File: src/hw/rtl/bpsd_pkg.sv
`timescale 1ns / 1ps
`default_nettype none

package bpsd_pkg;

    // Image size limits and coordinate widths.
    localparam int MAX_WIDTH     = 4096;
    localparam int MAX_HEIGHT    = 4096;
    localparam int PALETTE_DEPTH = 256;
    localparam int DIM_W         = 13;
    localparam int COORD_W       = 12;
    localparam int PAL_AW        = 8;
    localparam int PCNT_W        = 10;

    // Pixel format codes.
    localparam logic [2:0] FMT_1BPP  = 3'd0;
    localparam logic [2:0] FMT_4BPP  = 3'd1;
    localparam logic [2:0] FMT_8BPP  = 3'd2;
    localparam logic [2:0] FMT_24BPP = 3'd3;
    localparam logic [2:0] FMT_32BPP = 3'd4;

    // Configuration register indexes.
    localparam logic [1:0] CFG_FORMAT = 2'd0;
    localparam logic [1:0] CFG_WIDTH  = 2'd1;
    localparam logic [1:0] CFG_HEIGHT = 2'd2;

    // Palette byte lanes inside one four-byte entry.
    localparam logic [1:0] LANE_BLUE  = 2'd0;
    localparam logic [1:0] LANE_GREEN = 2'd1;
    localparam logic [1:0] LANE_RED   = 2'd2;

    // Palette write request, one byte lane at a time.
    typedef struct packed {
        logic [2:0]        lane_we;
        logic [PAL_AW-1:0] addr;
        logic [7:0]        data;
    } bpsd_pal_wr_t;

    // A run of one to eight pixels produced by one data byte.
    typedef struct packed {
        logic               indexed;
        logic [2:0]         idx_mode;
        logic [7:0]         data;
        logic [2:0]         last_k;
        logic [COORD_W-1:0] col;
        logic [COORD_W-1:0] row;
        logic [23:0]        rgb;
        logic [7:0]         alpha;
        logic               img_last;
    } bpsd_job_t;

    // One pixel on its way to the palette read and the output register.
    typedef struct packed {
        logic               indexed;
        logic [PAL_AW-1:0]  pal_addr;
        logic [23:0]        rgb;
        logic [7:0]         alpha;
        logic [COORD_W-1:0] col;
        logic [COORD_W-1:0] row;
        logic               run_last;
        logic               img_last;
    } bpsd_pix_t;

endpackage

`default_nettype wire

File: src/hw/rtl/bpsd_expand.sv
`timescale 1ns / 1ps
`default_nettype none

module bpsd_expand (
    input  wire logic                aclk,
    input  wire logic                aresetn,
    input  wire logic                job_load,
    input  bpsd_pkg::bpsd_job_t      job_in,
    input  wire logic                adv,
    output logic                     in_ready,
    output logic                     issue_valid,
    output bpsd_pkg::bpsd_pix_t      pix
);

    import bpsd_pkg::*;

    bpsd_job_t  job_reg;
    logic       job_valid_reg, job_valid_next;
    logic [2:0] k_reg, k_next;
    logic       last_pix;

    // One pixel of the held run goes out per advancing cycle.
    always_comb begin
        last_pix     = (k_reg == job_reg.last_k);
        issue_valid  = job_valid_reg && adv;
        in_ready     = !job_valid_reg || (adv && last_pix);

        pix.indexed  = job_reg.indexed;
        pix.rgb      = job_reg.rgb;
        pix.alpha    = job_reg.alpha;
        pix.col      = job_reg.col + COORD_W'(k_reg);
        pix.row      = job_reg.row;
        pix.run_last = last_pix;
        pix.img_last = last_pix && job_reg.img_last;
        case (job_reg.idx_mode)
            FMT_1BPP: pix.pal_addr = {7'd0, job_reg.data[3'd7 - k_reg]};
            FMT_4BPP: pix.pal_addr = (k_reg == 3'd0) ? {4'd0, job_reg.data[7:4]}
                                                     : {4'd0, job_reg.data[3:0]};
            default:  pix.pal_addr = job_reg.data;
        endcase

        job_valid_next = job_valid_reg;
        k_next         = k_reg;
        if (issue_valid) begin
            k_next = k_reg + 3'd1;
            if (last_pix) begin
                job_valid_next = 1'b0;
            end
        end
        if (job_load) begin
            job_valid_next = 1'b1;
            k_next         = 3'd0;
        end
    end

    // Run register and pixel counter.
    always_ff @(posedge aclk) begin
        if (!aresetn) begin
            job_valid_reg <= 1'b0;
            k_reg         <= 3'd0;
        end else begin
            job_valid_reg <= job_valid_next;
            k_reg         <= k_next;
        end
    end

    always_ff @(posedge aclk) begin
        if (job_load) begin
            job_reg <= job_in;
        end
    end

`ifndef SYNTHESIS
    // The pixel counter never runs past the end of the held run.
    a_k_range: assert property (@(posedge aclk) disable iff (!aresetn)
        job_valid_reg |-> (k_reg <= job_reg.last_k))
        else $error("pixel counter beyond run length");

    // A new run only lands when the held one has been fully issued.
    a_no_overwrite: assert property (@(posedge aclk) disable iff (!aresetn)
        (job_load && job_valid_reg) |-> (adv && last_pix))
        else $error("run overwritten before it finished");
`endif

endmodule

`default_nettype wire

File: config.mk
export PLATFORM = sky130hd
export DESIGN_NAME = bpsd_expand
export DESIGN_NICKNAME = d
export VERILOG_FILES = /design/src/hw/rtl/bpsd_pkg.sv /design/src/hw/rtl/bpsd_expand.sv
export SDC_FILE = /design/constraint.sdc
export NUM_CORES = 1
export LEC_CHECK = 0
export BUFFER_PORTS_ARGS = -buffer_cell sky130_fd_sc_hd__buf_2
export CAP_MARGIN = 10
export CORE_UTILIZATION = 40
export CTS_CLUSTER_DIAMETER = 150
export DETAILED_ROUTE_END_ITERATION = 8
export PLACE_DENSITY = 0.7
export SYNTH_ARGS = -nofsm -noshare
export SYNTH_HDL_FRONTEND = slang
export SYNTH_SLANG_ARGS = --single-unit
File: constraint.sdc
create_clock -name aclk -period 5 [get_ports aclk]
set_clock_uncertainty 0.1 [all_clocks]
set_input_delay 0.5 -clock aclk [delete_from_list [all_inputs] [get_ports aclk]]
set_output_delay 0.5 -clock aclk [all_outputs]
set_load 0.02 [all_outputs]
==> metrics.csv <==
stage,metric,value,unit
detailed_routing,remaining antenna violation count,0,
yosys,synthesized cell area,3180,um2
detailed_routing,Iter 0 DRT Violations,57,
grt,total gr overflow,0,
critical_path,Worst EP arrival,2180,ps
grt,global-route usage over all layers,0.135,
detailed_routing,Via density,4.40,
cts,H-tree depth,3,
critical_path,crit path kind,flop to primary output,
yosys,Mapped Nets,287,
floorplanning,full die area,8300,um2
cts,CTS tree,built,
yosys,Unique masters post-synth,30,
detailed_routing,DRC,0,
critical_path,"Max FO, Critical Path",6,
cts,Root Buffer Master,clkbuf_8,
grt,initial antenna violation count,0,
cts,Skew-Pair Late Insertion Delay,320,ps
flow_run,MaxCap Viol Count,0,
yosys,dominant synthesized flop cell,edfxtp_1,
power_and_ir_drop,Max VDD drop,229,uV
detailed_routing,routed len/inst,12.9,um
cts,cts hold-fix bufs,0,
yosys,Commonest cells post-synth,"72 x edfxtp_1, 46 x buf_4, 10 x nand2_1",
cts,setup bufs post-CTS,0,
finish,"Core Util, Final",0.500,
floorplanning,row count,32,
critical_path,r2r worst-path depth,3,
yosys,Synth Warn #,0,
timing,"Slew Viols, Final",0,
yosys,most common cell in the netlist,edfxtp_1,
floorplanning,die extent in y,91.1,um
yosys,cell taking the most area after synthesis,edfxtp_1,
min_path,Hold WC Path Type,input port to flop,
grt,first-pass GRT wire length,8600,um
critical_path,Critical Path Source Type,flop,
finish,P&R area growth vs syn,21.0,%
detailed_routing,DR vias,1852,
yosys,Synth Area per Inst,15.5,um2
finish,fillers,698,
yosys,post-synthesis sequential area ratio,0.706,
floorplanning,Core Footprint,7690,um2
timing,Worst Max-Slew Pin Slew,944,ps
yosys,Cells after Synth,205,
min_path,hold depth,1,
finish,NumNets Final,396,
yosys,synthesized flop and latch total,76,
critical_path,CP required,4400,ps
placed_design,port bufs,144,
yosys,synth top area cells,"edfxtp_1 68%, buf_4 11%, dfxtp_1 2.5%, xor2_1 2.2%, ha_1 2.0%",
finish,number of diodes,0,
grt,vias in the first global route,1865,
detailed_routing,DRT Pass-1 Iters,4,
power_and_ir_drop,Power Dens Cells,349,nW/um2
cts,Clock transition at path regs,80,ps
run_status,run status,"complete, no violations",
critical_path,CP Capture Type,primary output,
floorplanning,Die Wd,91.1,um
floorplanning,IO Count,145,
timing,slew margin rel.,0.371,
timing,RSZ-0062 raised after global routing,false,
floorplanning,Initial Utilization,0.413,
cts,CTS Sinks,76,
critical_path,RR Endpoint,job_valid_reg,
critical_path,Reg2Reg Setup Slack,3660,ps
cts,number of CTS-inserted buffers,9,
finish,max FFs per register,45,
detailed_routing,final wirelength,5430,um
yosys,Post-synth EDFFs,72,
min_path,Hold Path End,pix[42],
min_path,worst hold start,job_in[17],
timing,Final Setup Violations,0,
timing,Max Clock Freq,0.359,GHz
timing,Fin Setup TNS,0,ps
timing,final-report hold violation count,0,
finish,share of cells above drive strength 1,0.511,
cts,clk buf depth,2,
placed_design,HPWL reported at the end of detailed placement,4190,um
yosys,Async SR Flop Fraction,0,
yosys,share of the synthesized area in the top cell type,0.681,
timing,fin crit share,0.557,
timing,fin crit period,2780,ps
placed_design,Routability Congestion,0.754,
cts,post_cts resized,0,
power_and_ir_drop,leakage,1.67,nW
critical_path,reg-to-reg startpoint,k_reg[0],
grt,largest net degree at the start of global routing,45,
-- layout by cell type (no fill, tap or decap), drive strengths merged, types with 2 or more instances in the layout --
master      n
a21oi       2
a22o        6
nand2      10
clkinvlp    2
o21ai       2
nor4        2
nor3        2
and2        5
edfxtp     72
nand4       2
a21o        2
clkbuf      9
nand3       3
clkinv      5
mux4        2
nor2        7
inv         9
ha          5
dfxtp       4
xnor2       7
xor2        8
buf       145
-- cell type report --
type                    count  area [um2]  share of cell area
flip-flops and latches     76        2240               0.583
repair buffers            145         728               0.189
well taps                 102         128              0.0332
clock inverters             7        43.8              0.0114
clock buffers               9         124              0.0322
inverters                   9        33.8             0.00879
multi-input cells          73         544               0.142
-- through the flow --
stage	worst slack, ps	hold WS (ps)	cell area (um2)	cells	power (mW)
final	2220	237	3840	421	1.34
after global routing	1990	217	3840	421	1.40
after CTS	2170	220	3840	421	1.35
after detailed placement	2540	449	3680	405	0.964
after global placement	2570	452	3680	405	0.961
after floorplan	2650	398	3180	205	0.912
-- critical path, cell delays in order (launching register included) --
cell	delay, ps
dfxtp_1	480
ha_1	230
inv_1	50
fa_1	390
inv_1	70
a21o_1	180
nand3_1	110
xnor2_1	150
buf_2	190
-- kinds of logic (layout without fill, tap and decap cells) --
| logic type | after synthesis | after routing | synth area share |
|---|---|---|---|
| AO/OA/AOI/OAI | 15 | 15 | 0.0343 |
| XOR/XNOR | 15 | 15 | 0.0414 |
| adder cells (fa/ha/maj) | 6 | 6 | 0.0260 |
| buffers and inverters | 56 | 170 | 0.123 |
| flip-flops | 76 | 76 | 0.706 |
| multiplexers | 2 | 2 | 0.0154 |
| AND/OR/NAND/NOR | 35 | 35 | 0.0544 |
-- worst max-delay path by stage --
stage / cells after the start / to / startpoint / slack, ps
floorplan: 7 / pix[20] / k_reg[0] / 2650
global placement: 8 / pix[20] / k_reg[0] / 2570
detailed placement: 8 / pix[24] / k_reg[0] / 2540
CTS: 8 / pix[24] / k_reg[0] / 2170
global route: 8 / pix[22] / k_reg[0] / 1990
finish: 8 / pix[24] / k_reg[0] / 2220
-- power breakdown --
part | switching (mW) | total [mW] | internal [mW]
logic | 0.110 | 0.178 | 0.0681
registers | 0.0194 | 0.770 | 0.750
clock network | 0.216 | 0.393 | 0.177
total | 0.345 | 1.34 | 0.996
-- per-layer routing --
metal	track usage	vias to the layer above	share of wire
li1	-	906	-
met1	0.152	850	0.39
met2	0.223	86	0.49
met3	0.0561	10	0.098
met4	0.0648	0	0.019
met5	0	-	0
No activity file was read; power rests on OpenSTA's default activity.
