[src/hw/rtl/bpsd_pkg.sv]
`timescale 1ns / 1ps
`default_nettype none

package bpsd_pkg;

    // Image size limits and coordinate widths.
    localparam int MAX_WIDTH     = 4096;
    localparam int MAX_HEIGHT    = 4096;
    localparam int PALETTE_DEPTH = 256;
    localparam int DIM_W         = 13;
    localparam int COORD_W       = 12;
    localparam int PAL_AW        = 8;
    localparam int PCNT_W        = 10;

    // Pixel format codes.
    localparam logic [2:0] FMT_1BPP  = 3'd0;
    localparam logic [2:0] FMT_4BPP  = 3'd1;
    localparam logic [2:0] FMT_8BPP  = 3'd2;
    localparam logic [2:0] FMT_24BPP = 3'd3;
    localparam logic [2:0] FMT_32BPP = 3'd4;

    // Configuration register indexes.
    localparam logic [1:0] CFG_FORMAT = 2'd0;
    localparam logic [1:0] CFG_WIDTH  = 2'd1;
    localparam logic [1:0] CFG_HEIGHT = 2'd2;

    // Palette byte lanes inside one four-byte entry.
    localparam logic [1:0] LANE_BLUE  = 2'd0;
    localparam logic [1:0] LANE_GREEN = 2'd1;
    localparam logic [1:0] LANE_RED   = 2'd2;

    // Palette write request, one byte lane at a time.
    typedef struct packed {
        logic [2:0]        lane_we;
        logic [PAL_AW-1:0] addr;
        logic [7:0]        data;
    } bpsd_pal_wr_t;

    // A run of one to eight pixels produced by one data byte.
    typedef struct packed {
        logic               indexed;
        logic [2:0]         idx_mode;
        logic [7:0]         data;
        logic [2:0]         last_k;
        logic [COORD_W-1:0] col;
        logic [COORD_W-1:0] row;
        logic [23:0]        rgb;
        logic [7:0]         alpha;
        logic               img_last;
    } bpsd_job_t;

    // One pixel on its way to the palette read and the output register.
    typedef struct packed {
        logic               indexed;
        logic [PAL_AW-1:0]  pal_addr;
        logic [23:0]        rgb;
        logic [7:0]         alpha;
        logic [COORD_W-1:0] col;
        logic [COORD_W-1:0] row;
        logic               run_last;
        logic               img_last;
    } bpsd_pix_t;

endpackage

`default_nettype wire

[src/hw/rtl/bpsd_front.sv]
`timescale 1ns / 1ps
`default_nettype none

module bpsd_front (
    input  wire logic                     aclk,
    input  wire logic                     aresetn,
    input  wire logic                     cfg_valid,
    input  wire logic [1:0]               cfg_index,
    input  wire logic [bpsd_pkg::DIM_W-1:0] cfg_data,
    input  wire logic                     accept,
    input  wire logic [7:0]               data_byte,
    input  wire logic                     frame_start,
    output bpsd_pkg::bpsd_job_t           job,
    output logic                          job_load,
    output bpsd_pkg::bpsd_pal_wr_t        pal_wr
);

    import bpsd_pkg::*;

    // Configuration registers.
    logic [2:0]       fmt_reg;
    logic [DIM_W-1:0] width_reg;
    logic [DIM_W-1:0] height_reg;

    // Parser state.
    logic [PCNT_W-1:0] pal_cnt_reg, pal_cnt_next;
    logic              pal_full_reg, pal_full_next;
    logic [1:0]        phase_reg, phase_next;
    logic [23:0]       partial_reg, partial_next;
    logic [DIM_W-1:0]  col_reg, col_next;
    logic [DIM_W-1:0]  row_reg, row_next;
    logic [1:0]        rbm_reg, rbm_next;
    logic              pad_reg, pad_next;
    logic              done_reg, done_next;

    // State as seen after an optional frame start.
    logic [PCNT_W-1:0] pal_cnt_e;
    logic              pal_full_e;
    logic [1:0]        phase_e;
    logic [23:0]       partial_e;
    logic [DIM_W-1:0]  col_e;
    logic [DIM_W-1:0]  row_e;
    logic [1:0]        rbm_e;
    logic              pad_e;
    logic              done_e;

    logic [DIM_W-1:0]  w_eff;
    logic [DIM_W-1:0]  h_eff;
    logic [DIM_W-1:0]  cols_left;
    logic [DIM_W-1:0]  col_step;
    logic [DIM_W-1:0]  row_inc;
    logic [PCNT_W-1:0] pal_top;
    logic [3:0]        npix;
    logic [1:0]        rbm_inc;
    logic              row_end;

    // Configuration writes; an index beyond the list is ignored.
    always_ff @(posedge aclk) begin
        if (!aresetn) begin
            fmt_reg    <= FMT_24BPP;
            width_reg  <= DIM_W'(1);
            height_reg <= DIM_W'(1);
        end else if (cfg_valid) begin
            case (cfg_index)
                CFG_FORMAT: fmt_reg    <= cfg_data[2:0];
                CFG_WIDTH:  width_reg  <= cfg_data;
                CFG_HEIGHT: height_reg <= cfg_data;
                default: ;
            endcase
        end
    end

    // Clamp the image size to the supported range.
    always_comb begin
        if (width_reg == '0) begin
            w_eff = DIM_W'(1);
        end else if (width_reg > DIM_W'(MAX_WIDTH)) begin
            w_eff = DIM_W'(MAX_WIDTH);
        end else begin
            w_eff = width_reg;
        end
        if (height_reg == '0) begin
            h_eff = DIM_W'(1);
        end else if (height_reg > DIM_W'(MAX_HEIGHT)) begin
            h_eff = DIM_W'(MAX_HEIGHT);
        end else begin
            h_eff = height_reg;
        end
    end

    // Per-byte decode of the stream; all state moves at the beat that brings the byte.
    always_comb begin
        pal_cnt_e  = frame_start ? '0 : pal_cnt_reg;
        pal_full_e = frame_start ? 1'b0 : pal_full_reg;
        phase_e    = frame_start ? 2'd0 : phase_reg;
        partial_e  = frame_start ? 24'd0 : partial_reg;
        col_e      = frame_start ? '0 : col_reg;
        row_e      = frame_start ? '0 : row_reg;
        rbm_e      = frame_start ? 2'd0 : rbm_reg;
        pad_e      = frame_start ? 1'b0 : pad_reg;
        done_e     = (frame_start ? 1'b0 : done_reg) || (row_e >= h_eff);

        pal_cnt_next = pal_cnt_e;
        pal_full_next = pal_full_e;
        phase_next   = phase_e;
        partial_next = partial_e;
        col_next     = col_e;
        row_next     = row_e;
        rbm_next     = rbm_e;
        pad_next     = pad_e;
        done_next    = done_e;

        pal_wr.lane_we = 3'b000;
        pal_wr.addr    = pal_cnt_e[PCNT_W-1:2];
        pal_wr.data    = data_byte;

        cols_left = w_eff - col_e;
        row_inc   = row_e + DIM_W'(1);
        rbm_inc   = rbm_e + 2'd1;
        npix      = 4'd0;
        row_end   = 1'b0;

        job.indexed  = (fmt_reg == FMT_1BPP) || (fmt_reg == FMT_4BPP) ||
                       (fmt_reg == FMT_8BPP);
        job.idx_mode = fmt_reg;
        job.data     = data_byte;
        job.col      = col_e[COORD_W-1:0];
        job.row      = COORD_W'(h_eff - DIM_W'(1) - row_e);
        job.rgb      = {data_byte, partial_e[15:0]};
        job.alpha    = 8'd0;
        job.img_last = 1'b0;

        case (fmt_reg)
            FMT_1BPP: pal_top = PCNT_W'(7);
            FMT_4BPP: pal_top = PCNT_W'(63);
            default:  pal_top = PCNT_W'(1023);
        endcase

        if (done_e || (fmt_reg > FMT_32BPP)) begin
            // Image finished or unknown format: the byte is dropped.
        end else if (job.indexed && !pal_full_e) begin
            // Palette load: B, G and R bytes are stored, the reserved byte is dropped.
            case (pal_cnt_e[1:0])
                LANE_BLUE:  pal_wr.lane_we = 3'b001;
                LANE_GREEN: pal_wr.lane_we = 3'b010;
                LANE_RED:   pal_wr.lane_we = 3'b100;
                default:    pal_wr.lane_we = 3'b000;
            endcase
            if (pal_cnt_e >= pal_top) begin
                pal_full_next = 1'b1;
                pal_cnt_next  = '0;
            end else begin
                pal_cnt_next = pal_cnt_e + PCNT_W'(1);
            end
        end else if (pad_e) begin
            // Row padding up to the four-byte boundary.
            rbm_next = rbm_inc;
            if (rbm_inc == 2'd0) begin
                pad_next = 1'b0;
            end
        end else begin
            case (fmt_reg)
                FMT_1BPP: begin
                    if (col_e < w_eff) begin
                        npix = (cols_left >= DIM_W'(8)) ? 4'd8 : cols_left[3:0];
                    end
                end
                FMT_4BPP: begin
                    if (col_e < w_eff) begin
                        npix = (cols_left >= DIM_W'(2)) ? 4'd2 : 4'd1;
                    end
                end
                FMT_8BPP: begin
                    npix = (col_e < w_eff) ? 4'd1 : 4'd0;
                end
                FMT_24BPP: begin
                    case (phase_e)
                        2'd0: begin
                            partial_next = {16'd0, data_byte};
                            phase_next   = 2'd1;
                        end
                        2'd1: begin
                            partial_next = {8'd0, data_byte, partial_e[7:0]};
                            phase_next   = 2'd2;
                        end
                        default: begin
                            npix       = (col_e < w_eff) ? 4'd1 : 4'd0;
                            phase_next = 2'd0;
                        end
                    endcase
                end
                default: begin
                    job.rgb   = partial_e;
                    job.alpha = data_byte;
                    case (phase_e)
                        2'd0: begin
                            partial_next = {16'd0, data_byte};
                            phase_next   = 2'd1;
                        end
                        2'd1: begin
                            partial_next = {8'd0, data_byte, partial_e[7:0]};
                            phase_next   = 2'd2;
                        end
                        2'd2: begin
                            partial_next = {data_byte, partial_e[15:0]};
                            phase_next   = 2'd3;
                        end
                        default: begin
                            npix       = (col_e < w_eff) ? 4'd1 : 4'd0;
                            phase_next = 2'd0;
                        end
                    endcase
                end
            endcase

            col_step = col_e + DIM_W'(npix);
            col_next = col_step;
            rbm_next = rbm_inc;

            // End of row: wrap the column, count the row, start padding if needed.
            row_end = (job.indexed || (phase_next == 2'd0)) && (col_step >= w_eff);
            if (row_end) begin
                job.img_last = (npix != 4'd0) && (row_inc >= h_eff);
                col_next     = '0;
                phase_next   = 2'd0;
                row_next     = row_inc;
                if (rbm_inc != 2'd0) begin
                    pad_next = 1'b1;
                end
                if (row_inc >= h_eff) begin
                    done_next = 1'b1;
                end
            end
        end

        if (!(done_e || (fmt_reg > FMT_32BPP)) && !(job.indexed && !pal_full_e) && !pad_e) begin
            col_step = col_e + DIM_W'(npix);
        end else begin
            col_step = col_e;
        end

        job.last_k = 3'(npix - 4'd1);
        job_load   = accept && (npix != 4'd0);
        if (!accept) begin
            pal_wr.lane_we = 3'b000;
        end
    end

    // Parser state registers.
    always_ff @(posedge aclk) begin
        if (!aresetn) begin
            pal_cnt_reg  <= '0;
            pal_full_reg <= 1'b0;
            phase_reg    <= 2'd0;
            partial_reg  <= 24'd0;
            col_reg      <= '0;
            row_reg      <= '0;
            rbm_reg      <= 2'd0;
            pad_reg      <= 1'b0;
            done_reg     <= 1'b0;
        end else if (accept) begin
            pal_cnt_reg  <= pal_cnt_next;
            pal_full_reg <= pal_full_next;
            phase_reg    <= phase_next;
            partial_reg  <= partial_next;
            col_reg      <= col_next;
            row_reg      <= row_next;
            rbm_reg      <= rbm_next;
            pad_reg      <= pad_next;
            done_reg     <= done_next;
        end
    end

`ifndef SYNTHESIS
    // A finished palette load always leaves the byte count at zero.
    a_pal_full_cnt: assert property (@(posedge aclk) disable iff (!aresetn)
        pal_full_reg |-> (pal_cnt_reg == '0))
        else $error("palette count not cleared after load");

    // Padding is only pending while the row is off its four-byte boundary.
    a_pad_mod: assert property (@(posedge aclk) disable iff (!aresetn)
        pad_reg |-> (rbm_reg != 2'd0))
        else $error("padding pending on an aligned row");
`endif

endmodule

`default_nettype wire

[config.mk]
export PLATFORM = sky130hd
export DESIGN_NAME = bpsd_front
export DESIGN_NICKNAME = d
export VERILOG_FILES = /design/src/hw/rtl/bpsd_pkg.sv /design/src/hw/rtl/bpsd_front.sv
export SDC_FILE = /design/constraint.sdc
export NUM_CORES = 1
export LEC_CHECK = 0
export BUFFER_PORTS_ARGS = -buffer_cell sky130_fd_sc_hd__clkbuf_2
export CAP_MARGIN = 10
export CORE_ASPECT_RATIO = 1.25
export CORE_UTILIZATION = 35
export CTS_CLUSTER_SIZE = 40
export DETAILED_ROUTE_END_ITERATION = 10
export MAX_ROUTING_LAYER = met4
export PLACE_DENSITY = 0.63
export SLEW_MARGIN = 20
export SYNTH_ARGS = -nofsm -noshare
export SYNTH_HDL_FRONTEND = slang
export SYNTH_SLANG_ARGS = --single-unit
[constraint.sdc]
create_clock -name aclk -period 11.4 [get_ports aclk]
set_input_delay 1.71 -clock aclk [delete_from_list [all_inputs] [get_ports aclk]]
set_output_delay 1.71 -clock aclk [all_outputs]
set_load 0.005 [all_outputs]
==> results.cfg <==
[global_routing]
grt_pass1_vias = 7078
grtUsageTotal_pct = 20.0
grt_max_degree = 73
antenna_found_initial = 0
overflow = 0
grt_pass1_wl_um = 36100

[logic_synthesis]
ys.warnings.count = 0
ys_ff_latch = 96
syn-mean-instance-area_sq_um = 7.62
ys.flop_type = dfxtp_1
ys_seq_area_share_pct = 24.1
async_flop_share_pct = 0
syn_area_sq_um = 7970
synthesis.nets = 1159
synthCells = 1046
yosys.cell_types.count = 81
synth-edff-count = 0

[floorplanning]
start_util_pct = 35.8
die_height_um = 171
core_area_sq_um = 22300
fp.dieW_um = 137
rows = 61
pin_count = 120
die-area_sq_um = 23400

[layout]
diodes = 0
largest_reg_flops = 24
syn_to_final_growth_pct = 11.9
layout-drive-gt1-share_pct = 14.1
nets = 1227

[detailed_routing]
drt_wl_total_um = 22800
ant_nets = 0
first_iter_violations = 431
via_per_inst = 5.42
wl_per_cell_um = 16.3
drt_pass1_iterations = 7
drc = 0
vias = 7599

[hold_path]
hold_path_startpoint = partial_reg[10]
min_path_type = reg2reg

[clocking]
cts_setup_buffers = 0
cts_tree = done
clk_path_buf_depth = 2
cts_made_buffers = 9
clk-insertion-delay-late_ns = 0.35
clkTransAtPathRegs_ns = 0.07
cts_hold_buf = 0
cts_resized = 0
clock_tree.root_cell = clkbuf_16
cts.sinks = 96
htree_levels = 3

[critical_path]
path_class = in2out
critPathMostFrequentCell = a21oi_1
arrival_ns = 8.35
startpoint_type = input pin
startpoint = frame_start
slowest_delay_ns = 0.45
crit_required_ns = 9.69
worstSetupEndpointType = output pin
cp_max_fo = 25
r2r-start = width_reg[4]
slowest_stage = ha_1

[pwr]
seqPwrFrac_pct = 40.5
clkPwrFrac_pct = 34.7
combPwrFrac_pct = 24.8
powerDensity_nw_per_um2 = 98.1
design_power_total_w = 0.000875
max-vdd-ir-drop_mv = 0.0643
sw_frac_of_total_pct = 33.1
power_leakage_nw = 4.15
p_sw_w = 0.000290
p_int_w = 0.000585

[sta]
worst_pin_slew_ns = 1.04
rsz0062_at_grt = no
fin_crit_sh_pct = 88.2
slew_viol_final = 0
hold_viol_final = 0
clock_skew_ns = 0.00578
clock.fmax_mhz = 99.4
fin_tns_setup_ns = 0
finalSetupViolCount = 0
hold_slack_ns = 0.472
min_period_ns = 10.06
relSlewSlack_pct = 30.2

[placement]
numPortBuffers = 119
hpwl_um = 17400
gp_congestion = 0.932

[job]
maxCapViolCount = 0

[run_status]
status = finished, final reports clean
cells by family after synthesis:
group,Yosys count,synth area share (%)
and+or+nand+nor,387,24.2
AOI/OAI and AO/OA,291,25.3
buffers and inverters,142,7.69
DFF,96,24.1
adders and majority gates,87,13.9
xor gates and xnor gates,37,4.07
muxes,6,0.769
layout by cell type, fill, tap and decap left out, types with 8 or more instances in the layout:
cell	n
nand4_1	11
dfxtp_1	96
nor2b_1	49
a21oi_1	54
a22oi_1	11
clkbuf_2	119
nand2_1	159
clkbuf_16	9
nand3_1	28
xnor2_1	26
inv_1	72
a31oi_1	8
nor2_1	41
o21ai_0	61
a21boi_0	27
ha_1	82
nor4_1	8
nand2b_1	10
a22o_1	25
o21a_1	12
nor3_1	22
xor2_1	11
a21o_1	20
and3_1	26
per-layer routing:
| metal | track usage, % | routed length [um] | vias to the layer above |
|---|---|---|---|
| li1 | - | - | 3827 |
| met1 | 24.5 | 10300 | 3525 |
| met2 | 33.8 | 11000 | 211 |
| met3 | 2.25 | 925 | 36 |
| met4 | 6.98 | 583 | 0 |
| met5 | - | 0 | - |
critical path: cells and delay by family:
kind            cells  cell delay [ns]
compound gates     12             2.70
simple gates       10             2.02
fa+ha+maj           3             1.17
buf+inv             3             0.63
xor+xnor            1             0.09
area by class of cell:
type | instances | area, sq um
clock buffers | 10 | 229
well taps | 283 | 354
flip-flops and latches | 96 | 1920
clock inverters | 6 | 62.6
fillers | 2345 | 13400
repair buffers | 125 | 641
inverters | 74 | 278
multi-input cells | 808 | 5430
Yosys cell counts, drive strengths merged, types with 20 or more instances:
master	number	share of area, %
clkbuf	39	1.9
dfxtp	96	24
a22o	25	2.7
and3	26	2.0
a21oi	54	3.4
nor3	23	1.6
nand3	29	2.0
a21o	20	1.9
a21boi	27	2.5
nor2	41	1.9
nand2	159	7.5
xnor2	26	2.9
nor2b	49	3.8
inv	74	3.5
ha	82	13
buf	29	2.4
o21ai	64	4.0
worst paths after layout:
check | to | cells after the start | slack [ns]
worst max-delay path | job[0] | 29 | 1.34
worst min-delay path | partial_reg[10] | 1 | 0.47
worst max register to register | col_reg[3] | 30 | 3.96
worst min register to register | partial_reg[10] | 1 | 0.47
power by group through the flow:
stage | Combinational (W) | Clock [W] | Sequential, W
2_1_floorplan | 0.000157 | 0 | 0.000358
3_3_place_gp | 0.000216 | 0 | 0.000362
3_5_place_dp | 0.000216 | 0 | 0.000362
4_1_cts | 0.000217 | 0.000313 | 0.000355
5_1_grt | 0.000241 | 0.000322 | 0.000356
6_report | 0.000217 | 0.000303 | 0.000355
per-stage QoR:
stage	util (%)	cell area [sq um]	setup slack, ns	std cells
floorplan	-	7970	2.00	1046
global placement	38.7	8630	1.52	1386
detailed placement	38.7	8630	1.41	1386
CTS	40.0	8920	1.39	1402
global route	40.0	8920	0.809	1402
finish	40.0	8920	1.34	1402
No activity file was read; power rests on OpenSTA's default activity.
